--- src/design/bitset_membership_engine_defines.svh ---
// Assertion macros for the bitset membership engine.
// Included by the RTL files that carry concurrent checks; no other dependencies.
`ifndef BITSET_MEMBERSHIP_ENGINE_DEFINES_SVH
`define BITSET_MEMBERSHIP_ENGINE_DEFINES_SVH

`ifndef SYNTHESIS

`define BME_ASSERT(label, clk, rst, prop) \
   label: assert property (@(posedge clk) disable iff (rst) (prop)) \
      else $error("bme check failed");

`define BME_ASSERT_ALWAYS(label, clk, prop) \
   label: assert property (@(posedge clk) (prop)) \
      else $error("bme check failed");

`else

`define BME_ASSERT(label, clk, rst, prop)

`define BME_ASSERT_ALWAYS(label, clk, prop)

`endif

`endif

--- src/design/bme_pkg.sv ---
// Types, constants and helper functions shared by the bitset membership engine.
// No dependencies.
`timescale 1ns / 1ps
`default_nettype none

package bme_pkg;

   localparam int WORD_BITS    = 32;
   localparam int NUM_WORDS    = 32;
   localparam int WIDX_W       = 5;
   localparam int BIDX_W       = 5;
   localparam int ELEM_W       = 10;
   localparam int DOM_W        = 11;
   localparam int CMD_W        = 3;

   typedef logic [WORD_BITS-1:0] word_type;
   typedef logic [WIDX_W-1:0]    widx_type;
   typedef logic [BIDX_W-1:0]    bidx_type;
   typedef logic [ELEM_W-1:0]    elem_type;
   typedef logic [DOM_W-1:0]     dom_type;
   typedef logic [CMD_W-1:0]     cmd_type;

   localparam word_type FULL_WORD   = 32'hffff_ffff;
   localparam dom_type  MAX_ELEMENTS = 11'd1024;
   localparam widx_type LAST_WORD   = 5'h1f;

   localparam cmd_type CMD_ADD    = 3'd0;
   localparam cmd_type CMD_REMOVE = 3'd1;
   localparam cmd_type CMD_TEST   = 3'd2;
   localparam cmd_type CMD_CLEAR  = 3'd3;
   localparam cmd_type CMD_FILL   = 3'd4;
   localparam cmd_type CMD_NEXT   = 3'd5;

   // control from the sequencer into the word store
   typedef struct packed {
      logic     rd_en;
      widx_type rd_addr;
      logic     wr_en;
      widx_type wr_addr;
      word_type wr_data;
      logic     clear_all;
      logic     fill_all;
   } store_ctl_type;

   // bits of word w that lie below the domain size
   function automatic word_type word_mask(input widx_type w, input dom_type dom);
      dom_type base;
      dom_type diff;
      word_type m;
      base = {1'b0, w, {BIDX_W{1'b0}}};
      diff = dom - base;
      if (dom <= base) begin
         m = '0;
      end else if (diff >= dom_type'(WORD_BITS)) begin
         m = FULL_WORD;
      end else begin
         m = ~(FULL_WORD << diff[BIDX_W-1:0]);
      end
      return m;
   endfunction

   // index of the lowest set bit; isolate it, then encode the one-hot
   function automatic bidx_type lowest_set(input word_type w);
      word_type onehot;
      bidx_type idx;
      onehot = w & (~w + word_type'(1));
      idx = '0;
      for (int i = 0; i < WORD_BITS; i++) begin
         if (onehot[i]) begin
            idx = idx | bidx_type'(i);
         end
      end
      return idx;
   endfunction

endpackage

`default_nettype wire

--- src/design/bme_req_if.sv ---
// Command channel of the bitset membership engine: valid/ready, cmd, element.
// Depends on bme_pkg.
`timescale 1ns / 1ps
`default_nettype none

interface bme_req_if;
   logic             valid;
   logic             ready;
   bme_pkg::cmd_type  cmd;
   bme_pkg::elem_type element;

   modport source (output valid, output cmd, output element, input ready);
   modport sink   (input valid, input cmd, input element, output ready);
endinterface

`default_nettype wire

--- src/design/bme_rsp_if.sv ---
// Result channel: valid/ready, was_member, member_count, found, next_member.
// Depends on bme_pkg.
`timescale 1ns / 1ps
`default_nettype none

interface bme_rsp_if;
   logic              valid;
   logic              ready;
   logic              was_member;
   bme_pkg::dom_type  member_count;
   logic              found;
   bme_pkg::elem_type next_member;

   modport source (output valid, output was_member, output member_count,
                   output found, output next_member, input ready);
   modport sink   (input valid, input was_member, input member_count,
                   input found, input next_member, output ready);
endinterface

`default_nettype wire

--- src/design/bitset_membership_engine.sv ---
// Bitset membership engine: one command at a time; add, remove, test, clear and
// fill read the word, then modify, write back and register the result.
// Next-member search walks one word per cycle until a hit or the end of the domain.
// Clear and fill act on all words at once through per-word valid bits.
// Reset (synchronous) empties the set at once, zeroes the count, domain 1024.
`timescale 1ns / 1ps
`default_nettype none
`include "bitset_membership_engine_defines.svh"

module bitset_membership_engine (
   input  wire               clock,
   input  wire               reset,
   bme_req_if.sink           req_ch,
   bme_rsp_if.source         rsp_ch,
   input  wire               csr_wr_en,
   input  bme_pkg::dom_type  csr_wr_data
);
   import bme_pkg::*;

   localparam logic S_IDLE = 1'b0;
   localparam logic S_EXEC = 1'b1;

   logic          state_ff, state_in;
   logic          first_ff, first_in;
   cmd_type       cmd_ff, cmd_in;
   elem_type      elem_ff, elem_in;
   logic          was_ff, was_in;
   widx_type      scan_w_ff, scan_w_in;
   dom_type       count_ff, count_in;
   dom_type       domain_ff;

   logic          rsp_valid_ff, rsp_valid_in;
   logic          rsp_was_ff, rsp_was_in;
   dom_type       rsp_count_ff, rsp_count_in;
   logic          rsp_found_ff, rsp_found_in;
   elem_type      rsp_next_ff, rsp_next_in;

   store_ctl_type ctl;
   word_type      word;
   dom_type       dom_eff;
   logic          accept;
   bidx_type      bit_sel;
   logic          in_dom;
   logic          was_now;
   word_type      hit_word;
   logic          hit;
   logic          is_search;
   dom_type       next_base;
   logic          more;
   logic          done;
   logic          stall;
   word_type      bit_mask;

   bme_word_store u_store (
      .clock   (clock),
      .reset   (reset),
      .ctl     (ctl),
      .dom     (dom_eff),
      .rd_word (word)
   );

   assign dom_eff      = (domain_ff > MAX_ELEMENTS) ? MAX_ELEMENTS : domain_ff;
   assign req_ch.ready = (state_ff == S_IDLE);
   assign accept       = req_ch.valid && req_ch.ready;

   assign bit_sel   = elem_ff[BIDX_W-1:0];
   assign bit_mask  = word_type'(1) << bit_sel;
   assign in_dom    = {1'b0, elem_ff} < dom_eff;
   assign was_now   = first_ff ? (in_dom && word[bit_sel]) : was_ff;
   // first word of a search starts at the element's bit
   assign hit_word  = word & (first_ff ? (FULL_WORD << bit_sel) : FULL_WORD);
   assign hit       = |hit_word;
   assign is_search = (cmd_ff == CMD_NEXT);
   assign next_base = {1'b0, scan_w_ff, {BIDX_W{1'b0}}} + dom_type'(WORD_BITS);
   assign more      = (scan_w_ff != LAST_WORD) && (next_base < dom_eff);
   assign done      = !is_search || !in_dom || hit || !more;
   assign stall     = done && rsp_valid_ff && !rsp_ch.ready;

   always_comb begin
      state_in     = state_ff;
      first_in     = first_ff;
      cmd_in       = cmd_ff;
      elem_in      = elem_ff;
      was_in       = was_ff;
      scan_w_in    = scan_w_ff;
      count_in     = count_ff;
      rsp_valid_in = rsp_valid_ff && !rsp_ch.ready;
      rsp_was_in   = rsp_was_ff;
      rsp_count_in = rsp_count_ff;
      rsp_found_in = rsp_found_ff;
      rsp_next_in  = rsp_next_ff;
      ctl          = '0;

      unique case (state_ff)
         S_IDLE: begin
            if (accept) begin
               ctl.rd_en   = 1'b1;
               ctl.rd_addr = req_ch.element[ELEM_W-1:BIDX_W];
               scan_w_in   = req_ch.element[ELEM_W-1:BIDX_W];
               cmd_in      = req_ch.cmd;
               elem_in     = req_ch.element;
               first_in    = 1'b1;
               state_in    = S_EXEC;
            end
         end
         S_EXEC: begin
            if (!stall) begin
               if (done) begin
                  unique case (cmd_ff)
                     CMD_ADD: begin
                        if (in_dom && !was_now) begin
                           ctl.wr_en   = 1'b1;
                           ctl.wr_addr = scan_w_ff;
                           ctl.wr_data = word | bit_mask;
                           count_in    = count_ff + dom_type'(1);
                        end
                     end
                     CMD_REMOVE: begin
                        if (in_dom && was_now) begin
                           ctl.wr_en   = 1'b1;
                           ctl.wr_addr = scan_w_ff;
                           ctl.wr_data = word & ~bit_mask;
                           count_in    = count_ff - dom_type'(1);
                        end
                     end
                     CMD_CLEAR: begin
                        ctl.clear_all = 1'b1;
                        count_in      = '0;
                     end
                     CMD_FILL: begin
                        ctl.fill_all = 1'b1;
                        count_in     = dom_eff;
                     end
                     default: begin
                     end
                  endcase
                  rsp_valid_in = 1'b1;
                  rsp_was_in   = was_now;
                  rsp_count_in = count_in;
                  rsp_found_in = is_search && in_dom && hit;
                  rsp_next_in  = (is_search && in_dom && hit)
                               ? {scan_w_ff, lowest_set(hit_word)} : '0;
                  state_in     = S_IDLE;
               end else begin
                  ctl.rd_en   = 1'b1;
                  ctl.rd_addr = scan_w_ff + widx_type'(1);
                  scan_w_in   = scan_w_ff + widx_type'(1);
                  was_in      = was_now;
                  first_in    = 1'b0;
               end
            end
         end
         default: begin
            state_in = S_IDLE;
         end
      endcase

      // a domain write empties the set
      if (csr_wr_en) begin
         ctl.clear_all = 1'b1;
         count_in      = '0;
      end
   end

   always_ff @(posedge clock) begin
      if (reset) begin
         state_ff     <= S_IDLE;
         count_ff     <= '0;
         domain_ff    <= MAX_ELEMENTS;
         rsp_valid_ff <= 1'b0;
      end else begin
         state_ff     <= state_in;
         count_ff     <= count_in;
         rsp_valid_ff <= rsp_valid_in;
         if (csr_wr_en) begin
            domain_ff <= csr_wr_data;
         end
      end
   end

   always_ff @(posedge clock) begin
      first_ff     <= first_in;
      cmd_ff       <= cmd_in;
      elem_ff      <= elem_in;
      was_ff       <= was_in;
      scan_w_ff    <= scan_w_in;
      rsp_was_ff   <= rsp_was_in;
      rsp_count_ff <= rsp_count_in;
      rsp_found_ff <= rsp_found_in;
      rsp_next_ff  <= rsp_next_in;
   end

   assign rsp_ch.valid        = rsp_valid_ff;
   assign rsp_ch.was_member   = rsp_was_ff;
   assign rsp_ch.member_count = rsp_count_ff;
   assign rsp_ch.found        = rsp_found_ff;
   assign rsp_ch.next_member  = rsp_next_ff;

   `BME_ASSERT(a_count_in_domain, clock, reset, count_ff <= dom_eff)
   `BME_ASSERT(a_accept_starts, clock, reset, accept |=> (state_ff == S_EXEC) && first_ff)
   `BME_ASSERT(a_write_first_only, clock, reset, ctl.wr_en |-> (state_ff == S_EXEC) && first_ff)
   `BME_ASSERT(a_rsp_from_exec, clock, reset, $rose(rsp_valid_ff) |-> $past(state_ff == S_EXEC))

endmodule

`default_nettype wire

--- src/design/bme_word_store.sv ---
// Member word memory (32 x 32, registered read) with per-word valid bits.
// Invalid words read as empty or as the fill pattern. Depends on bme_pkg.
`timescale 1ns / 1ps
`default_nettype none

module bme_word_store (
   input  wire                   clock,
   input  wire                   reset,
   input  bme_pkg::store_ctl_type ctl,
   input  bme_pkg::dom_type       dom,
   output bme_pkg::word_type      rd_word
);
   import bme_pkg::*;

   word_type                 mem [NUM_WORDS];
   word_type                 rd_data_ff;
   widx_type                 rd_addr_ff;
   logic                     rd_valid_ff;
   logic [NUM_WORDS-1:0]     valid_ff;
   logic [NUM_WORDS-1:0]     valid_in;
   logic                     fill_ff;
   logic                     fill_in;

   always_ff @(posedge clock) begin
      if (ctl.wr_en) begin
         mem[ctl.wr_addr] <= ctl.wr_data;
      end
      if (ctl.rd_en) begin
         rd_data_ff  <= mem[ctl.rd_addr];
         rd_addr_ff  <= ctl.rd_addr;
         rd_valid_ff <= valid_ff[ctl.rd_addr];
      end
   end

   always_comb begin
      valid_in = valid_ff;
      fill_in  = fill_ff;
      if (ctl.clear_all || ctl.fill_all) begin
         valid_in = '0;
         fill_in  = ctl.fill_all;
      end else if (ctl.wr_en) begin
         valid_in[ctl.wr_addr] = 1'b1;
      end
   end

   always_ff @(posedge clock) begin
      if (reset) begin
         valid_ff <= '0;
         fill_ff  <= 1'b0;
      end else begin
         valid_ff <= valid_in;
         fill_ff  <= fill_in;
      end
   end

   // untouched words follow the last clear or fill
   assign rd_word = rd_valid_ff ? rd_data_ff
                  : (fill_ff ? word_mask(rd_addr_ff, dom) : '0);

endmodule

`default_nettype wire
--- src/flat_wrapper.sv ---
// flat-port wrapper written by rule: the top's interface ports become plain ports
module bitset_membership_engine_flat import bme_pkg::*;
  (clock, reset, csr_wr_en, csr_wr_data, req_ch_valid, req_ch_cmd, req_ch_element, req_ch_ready, rsp_ch_valid, rsp_ch_was_member, rsp_ch_member_count, rsp_ch_found, rsp_ch_next_member, rsp_ch_ready);
  bme_req_if req_ch_i ();
  bme_rsp_if rsp_ch_i ();
  input  wire clock;
  input  wire reset;
  input  wire csr_wr_en;
  input  bme_pkg::dom_type csr_wr_data;
  input wire logic [$bits(req_ch_i.valid)-1:0] req_ch_valid;
  input wire logic [$bits(req_ch_i.cmd)-1:0] req_ch_cmd;
  input wire logic [$bits(req_ch_i.element)-1:0] req_ch_element;
  output wire logic [$bits(req_ch_i.ready)-1:0] req_ch_ready;
  output wire logic [$bits(rsp_ch_i.valid)-1:0] rsp_ch_valid;
  output wire logic [$bits(rsp_ch_i.was_member)-1:0] rsp_ch_was_member;
  output wire logic [$bits(rsp_ch_i.member_count)-1:0] rsp_ch_member_count;
  output wire logic [$bits(rsp_ch_i.found)-1:0] rsp_ch_found;
  output wire logic [$bits(rsp_ch_i.next_member)-1:0] rsp_ch_next_member;
  input wire logic [$bits(rsp_ch_i.ready)-1:0] rsp_ch_ready;
  assign req_ch_i.valid = req_ch_valid;
  assign req_ch_i.cmd = req_ch_cmd;
  assign req_ch_i.element = req_ch_element;
  assign req_ch_ready = req_ch_i.ready;
  assign rsp_ch_valid = rsp_ch_i.valid;
  assign rsp_ch_was_member = rsp_ch_i.was_member;
  assign rsp_ch_member_count = rsp_ch_i.member_count;
  assign rsp_ch_found = rsp_ch_i.found;
  assign rsp_ch_next_member = rsp_ch_i.next_member;
  assign rsp_ch_i.ready = rsp_ch_ready;
  bitset_membership_engine u_core (.clock(clock), .reset(reset), .req_ch(req_ch_i), .rsp_ch(rsp_ch_i), .csr_wr_en(csr_wr_en), .csr_wr_data(csr_wr_data));
endmodule
--- config.mk ---
export PLATFORM = sky130hd
export DESIGN_NAME = bitset_membership_engine_flat
export DESIGN_NICKNAME = d
export VERILOG_FILES = /design/src/design/bme_pkg.sv /design/src/design/bme_req_if.sv /design/src/design/bme_rsp_if.sv /design/src/design/bitset_membership_engine.sv /design/src/design/bme_word_store.sv /design/src/flat_wrapper.sv
export VERILOG_INCLUDE_DIRS = /design/src /design/src/design
export SDC_FILE = /design/constraint.sdc
export NUM_CORES = 2
export LEC_CHECK = 0
export BUFFER_PORTS_ARGS = -buffer_cell sky130_fd_sc_hd__clkbuf_2
export CAP_MARGIN = 30
export CORE_AREA = 2 2 360 362
export CTS_CLUSTER_DIAMETER = 200
export DETAILED_ROUTE_END_ITERATION = 10
export DIE_AREA = 0 0 362 364
export PLACE_DENSITY = 0.56
export SETUP_SLACK_MARGIN = 0.02
export SYNTH_ARGS = -nofsm -noshare
export SYNTH_HDL_FRONTEND = slang
export SYNTH_HIERARCHICAL = 1
export SYNTH_SLANG_ARGS = --single-unit
--- constraint.sdc ---
create_clock -name clock -period 9.5 [get_ports clock]
set_clock_uncertainty 0.15 [all_clocks]
set_input_delay 0.95 -clock clock [delete_from_list [all_inputs] [get_ports clock]]
set_output_delay 0.95 -clock clock [all_outputs]
set_load 0.02 [all_outputs]
### Word level (Yosys, flattened, before mapping)

Memories as Yosys holds them, arrays and structs flattened. A register that Yosys moved wholly into a read port is not among the register bits.
Index checks and enable logic that the tools add are counted.

| word-level totals | value |
|---|---|
| register bits | 106 |
| RAM bits | 1024 |
| bits of input ports | 29 |
| output and inout port bits | 25 |
| word-level logic and storage cells | 340 |
| memories kept | 1 |

Memories:

| memory | depth | width | read ports | clocked after memory_dff | write ports | RTL line | RTL |
|---|---|---|---|---|---|---|---|
| u_core.u_store.mem | 32 | 32 | 1 | 1 | 1 | bme_word_store.sv:15 | `word_type mem [NUM_WORDS];` |

| operators by class | value |
|---|---|
| add/subtract/negate cells | 6 |
| $lt $le $gt $ge | 9 |
| equality and inequality tests | 9 |
| shift operators | 3 |
| multiplexer cells | 254 |
| bitwise logic cells | 9 |
| reduce and logical (&&, ||, !) cells | 32 |

Operators with widths:

| operator | count |
|---|---|
| $mux 5 | 119 |
| $mux 38 | 13 |
| $mux 32 | 8 |
| $mux 11 | 21 |
| $mux 40 | 4 |
| $and 32x32->32 | 3 |
| $not 32->32 | 3 |
| $mux 46 | 2 |
| $mux 10 | 8 |
| $pmux 38 s2 | 1 |
| $or 32x32->32 | 2 |
| $shl 32x5->32 const A | 2 |
| $mux 1 | 49 |
| $pmux 11 s4 | 1 |
| $add 32x1->32 const B | 1 |
| $mux 4 | 8 |
| $reduce_or 32->1 | 1 |
| $shl 1x5->32 const A | 1 |
| $mux 6 | 5 |
| $lt 5x6->1 const B | 3 |
| $mux 3 | 6 |
| $pmux 6 s2 | 1 |
| $reduce_and 3->1 | 4 |
| $add 10x6->11 const B | 1 |
| other kinds (29) | 55 |

### Logic depth before layout (Yosys ltp)

| logic depth | value |
|---|---|
| depth in word-level cells | 148 |
| mapped depth | 28 |
| depth with buffers taken out | 23 |

### Modules after synthesis

The synthesis kept the hierarchy.

Modules (own cells, without submodules):

| module | times used | cells an instance | area an instance (µm²) | sequential area each (µm²) |
|---|---|---|---|---|
| bme_word_store | 1 | 1892 | 42309.3 | 32551.2 |
| bitset_membership_engine | 1 | 774 | 5988.2 | 1771.7 |

### Worst setup path after synthesis

OpenSTA, ideal clock, no wires.

| path | value |
|---|---|
| kind | register -> register |
| from | register u_core.domain_ff[10] |
| to | memory u_core/u_store/mem[4][0] in the netlist's numbering (enable) |
| setup time | 423 ps |
| data arrival time | 6620 ps |
| required time | 8927 ps |
| path slack | 2307 ps |
| cell stages (with the launch flop) | 23 |
| path buffers | 4 |
| period minus slack after synthesis | 7193 ps |
| cells stage by stage | dfxtp_1 -> clkbuf_1 -> clkinv_1 -> nand2_1 -> inv_1 -> ha_1 -> and4b_1 -> a311o_1 -> a21oi_4 -> nand2_2 -> buf_2 -> o211ai_1 -> mux2i_1 -> mux4_2 -> a2111o_1 -> o211a_2 -> xnor2_1 -> nand4_1 -> buf_2 -> buf_1 -> nor2_1 -> or3b_2 -> nor2_1 |

RTL lines:

| item | RTL line | RTL |
|---|---|---|
| start, declared | bitset_membership_engine.sv:30 | `dom_type domain_ff;` |
| start signal, assigned | bitset_membership_engine.sv:176 | `domain_ff <= csr_wr_data;` |
| end, declared | bme_word_store.sv:15 |  |

==> results.md <==
- Final Wtd Congestion: 0.946
- Pint: 8.56 mW
- CP delay by family, top: simple AND/OR/NAND/NOR gates
- Met1 usage: 27.8%
- Die area: 132000 sq um
- I/O pins: 54
- # DRC: 0
- Prevailing post-synth register cell: edfxtp_1
- CP max FO: 64
- Adder-Cell Fraction of Synth Area: 0.663%
- Syn Area/Cell: 18.1 sq um
- Synth area leader: edfxtp_1
- # clock sinks: 1162
- Status: finished clean
- Tot Pwr: 11.0 mW
- Commonest non-fill, non-tap cell in the layout: edfxtp_1
- Crit path kind: reg -> reg
- Endpoint class of the critical path: flip-flop
- Hold path depth: 1
- Postcts setup bufs: 0
- Hold Fails Final Rpt: 0
- Synth warnings: 6
- CTS Buffer Depth: 3
- Clk network pwr share: 42.5%
- Largest family of logic cells by synthesized area: multiplexers
- Sw frac: 22.2%
- Lkg Pwr: 19.3 nW
- Initial antenna violation count: 1
- M2 GR Usage: 34.4%
- Synthesized area: 48300 sq um
- Peak Freq: 113 MHz
- Die height: 364 microns
- Register share of total power: 51.1%
- H-tree depth: 3
- Final setup violation count: 0
- RSZ-0062 raised after global routing: no
- Congestion Overflow GR: 0
- Clock root buffer: clkbuf_16
- Top cell type's share of synthesized area: 68.7%
- Sequential element share of the synthesized area: 71.1%
- Ant diodes: 0
- Most frequent cells in the layout: 1105 x edfxtp_1, 267 x mux4_2, 168 x mux2i_1
- Post-CTS sizing: 0
- CORE AREA: 128000 sq um
- XOR/XNOR Fraction of Synth Area: 0.254%
- Max Slew Vio Count: 0
- Fraction of final layout cells sized beyond drive strength 1: 24.9%
- Inserted Clock Buffers: 114
- Dpl hpwl: 80300 microns
- Fraction of registers with async set/reset: 0%
- Post-route ant nets: 0
- Min-Delay Path Class: in -> reg
- Port buffer count: 53
- Slew @ Worst Pin: 1000 ps
- Post-synthesis simple-gate area fraction: 4.42%
- Period utilization: 93.2%
- CP max-delay cell: nor4_1
- Final #Nets: 2862
- Compound-Gate Fraction of Synth Area: 5.49%
- M3 GR Usage: 3.03%
- PwrDens: 198 nW/um^2
- Crit path largest cell delay: 880 ps
- Avg WL per Cell: 29.9 microns
- CTS tree: built
- Worst path cell trace: clkinv_1, nand2_1, inv_1, nor4_1, a311o_1, a21oi_4, o31ai_2, buf_4, o211ai_1, nor2b_1, a221oi_1, o2111ai_1, nor4bb_1, nand4_1, nor2_1, nand2_1, o21ai_4, buf_12, mux4_2, mux2i_1, a22o_1, a221oi_1
- Detailed Route WL: 137000 microns
- Routed via count: 26800
- Syn Inst Count: 2666
- Flops & latches, synth: 1162
- Die Wd: 362 microns
- Net switching power: 2.44 mW
- EDFF count, synth: 1105
- Number of global-route vias before repair: 27000
- Largest net degree at the start of global routing: 73
- Post-synthesis mux area share: 16.1%
- CP Buf/Inv Count: 4
- DP Cell Count: 4365
- Worst reg2reg path depth: 22
- Hold buffers post-CTS: 0
- Drt via density: 5.84
- Worst-path clk slew: 60 ps
- Worst vdd ir: 0.126 mV
- Startpoint types: flip-flop
- Non-filler cells, final: 4578
- Gate power share: 6.4%
- Final hold slack: 234 ps
- Synthesis-to-layout area growth: 15.2%
- Post-Route Setup TNS: 0 ps
- Starting density of the core: 37.6%
- First-pass GRT wire length: 196000 microns
- Syn_nets: 2720
- Stages on worst setup path: 22
- DRT Pass-1 Iters: 6
- Worst skew pair latency: 760 ps
- Synth cell types: 82
- Rel. slew slack: 33.3%
- Final min period: 8850 ps
- GRT Max-Usage Layer: met2
- Site Rows: 132
- Tot GR Track Use: 20.7%
- Largest cells by area after synthesis: edfxtp_1 69%, mux4_2 12%, mux2i_1 3.5%, dfxtp_1 2.4%, nor2_1 0.98%
- CP Data Required Time: 9810 ps
- Max cap viols: 0
- Crit path DAT: 9170 ps
- DRT iter0 DRCs: 2927
-- area by class of cell --
type | instances | area, sq um
fillers | 11000 | 72700
inverters | 48 | 180
repair buffers | 188 | 1740
well taps | 1675 | 2100
flip-flops and latches | 1162 | 34300
clock inverters | 84 | 938
multi-input cells | 1294 | 13400
clock buffers | 127 | 2950
-- sequential cells by signal, summed over array words and instances, names as in the netlist, 10 cells and up --
signal and count:
u_core/u_store/mem 1024, u_core/u_store/rd_data_ff 32, u_core/u_store/valid_ff 32, u_core/count_ff 11
u_core/domain_ff 11, u_core/rsp_ch.member_count 11, u_core/elem_ff 10, u_core/rsp_ch.next_member 10
-- synthesized netlist by cell type (19+ instances only) --
library cell / n
inv_1: 46
buf_2: 31
buf_4: 21
o211ai_1: 22
o21ai_0: 68
a22o_1: 36
o21a_1: 40
nand2_1: 115
nand4_1: 30
edfxtp_1: 1105
a21oi_1: 72
dfxtp_1: 57
mux2i_1: 168
nor2_1: 126
nor2b_1: 21
ha_1: 24
buf_1: 19
mux4_2: 267
a221oi_1: 39
clkbuf_1: 80
nor3_1: 32
nand3_1: 29
-- logic make-up after synthesis --
family          count (synthesis)
compound gates                375
xor+xnor                       14
fa+ha+maj                      25
buf+inv                       210
flops                        1162
mux                           441
simple gates                  439
-- worst reg2reg max path, cell delays in order, from the launching register on --
cell,delay (ps)
dfxtp_1,640
clkinv_1,400
nand2_1,210
inv_1,330
nor4_1,880
a311o_1,340
a21oi_4,120
o31ai_2,110
buf_4,310
o211ai_1,250
nor2b_1,200
a221oi_1,500
o2111ai_1,270
nor4bb_1,540
nand4_1,310
nor2_1,410
nand2_1,230
o21ai_4,520
buf_12,440
mux4_2,750
mux2i_1,420
a22o_1,220
a221oi_1,50
-- layer usage --
layer	vias to the layer above	routed length, microns
met1	14200	56200
li1	11200	-
met2	1099	67300
met3	246	8730
met4	2	4380
met5	-	13
-- worst paths after layout --
path	from	endpoint	slack [ps]
worst max-delay path	u_core/domain_ff[10]	u_core/u_store/rd_data_ff[26]	650
worst min-delay path	req_ch_element[4]	u_core/elem_ff[4]	230
worst max register to register	u_core/domain_ff[10]	u_core/u_store/rd_data_ff[26]	650
worst min register to register	u_core/u_store/valid_ff[2]	u_core/u_store/valid_ff[2]	310
-- power by group through the flow --
stage / combinational [mW] / sequential, mW / clock (mW)
4_1_cts: 0.702 / 5.62 / 4.77
3_3_place_gp: 0.694 / 5.73 / 0
3_5_place_dp: 0.700 / 5.73 / 0
2_1_floorplan: 0.479 / 5.71 / 0
6_report: 0.707 / 5.62 / 4.67
5_1_grt: 0.757 / 5.62 / 4.96
-- metrics by stage --
stage / utilization, % / worst slack, ps / instance area (sq um)
finish: 43.3 / 645 / 55600
floorplan: - / 2310 / 48300
global placement: 40.0 / 1010 / 51400
global route: 43.3 / 111 / 55600
CTS: 43.3 / 710 / 55600
detailed placement: 40.3 / 769 / 51700
(Power assumes the default switching activity.)
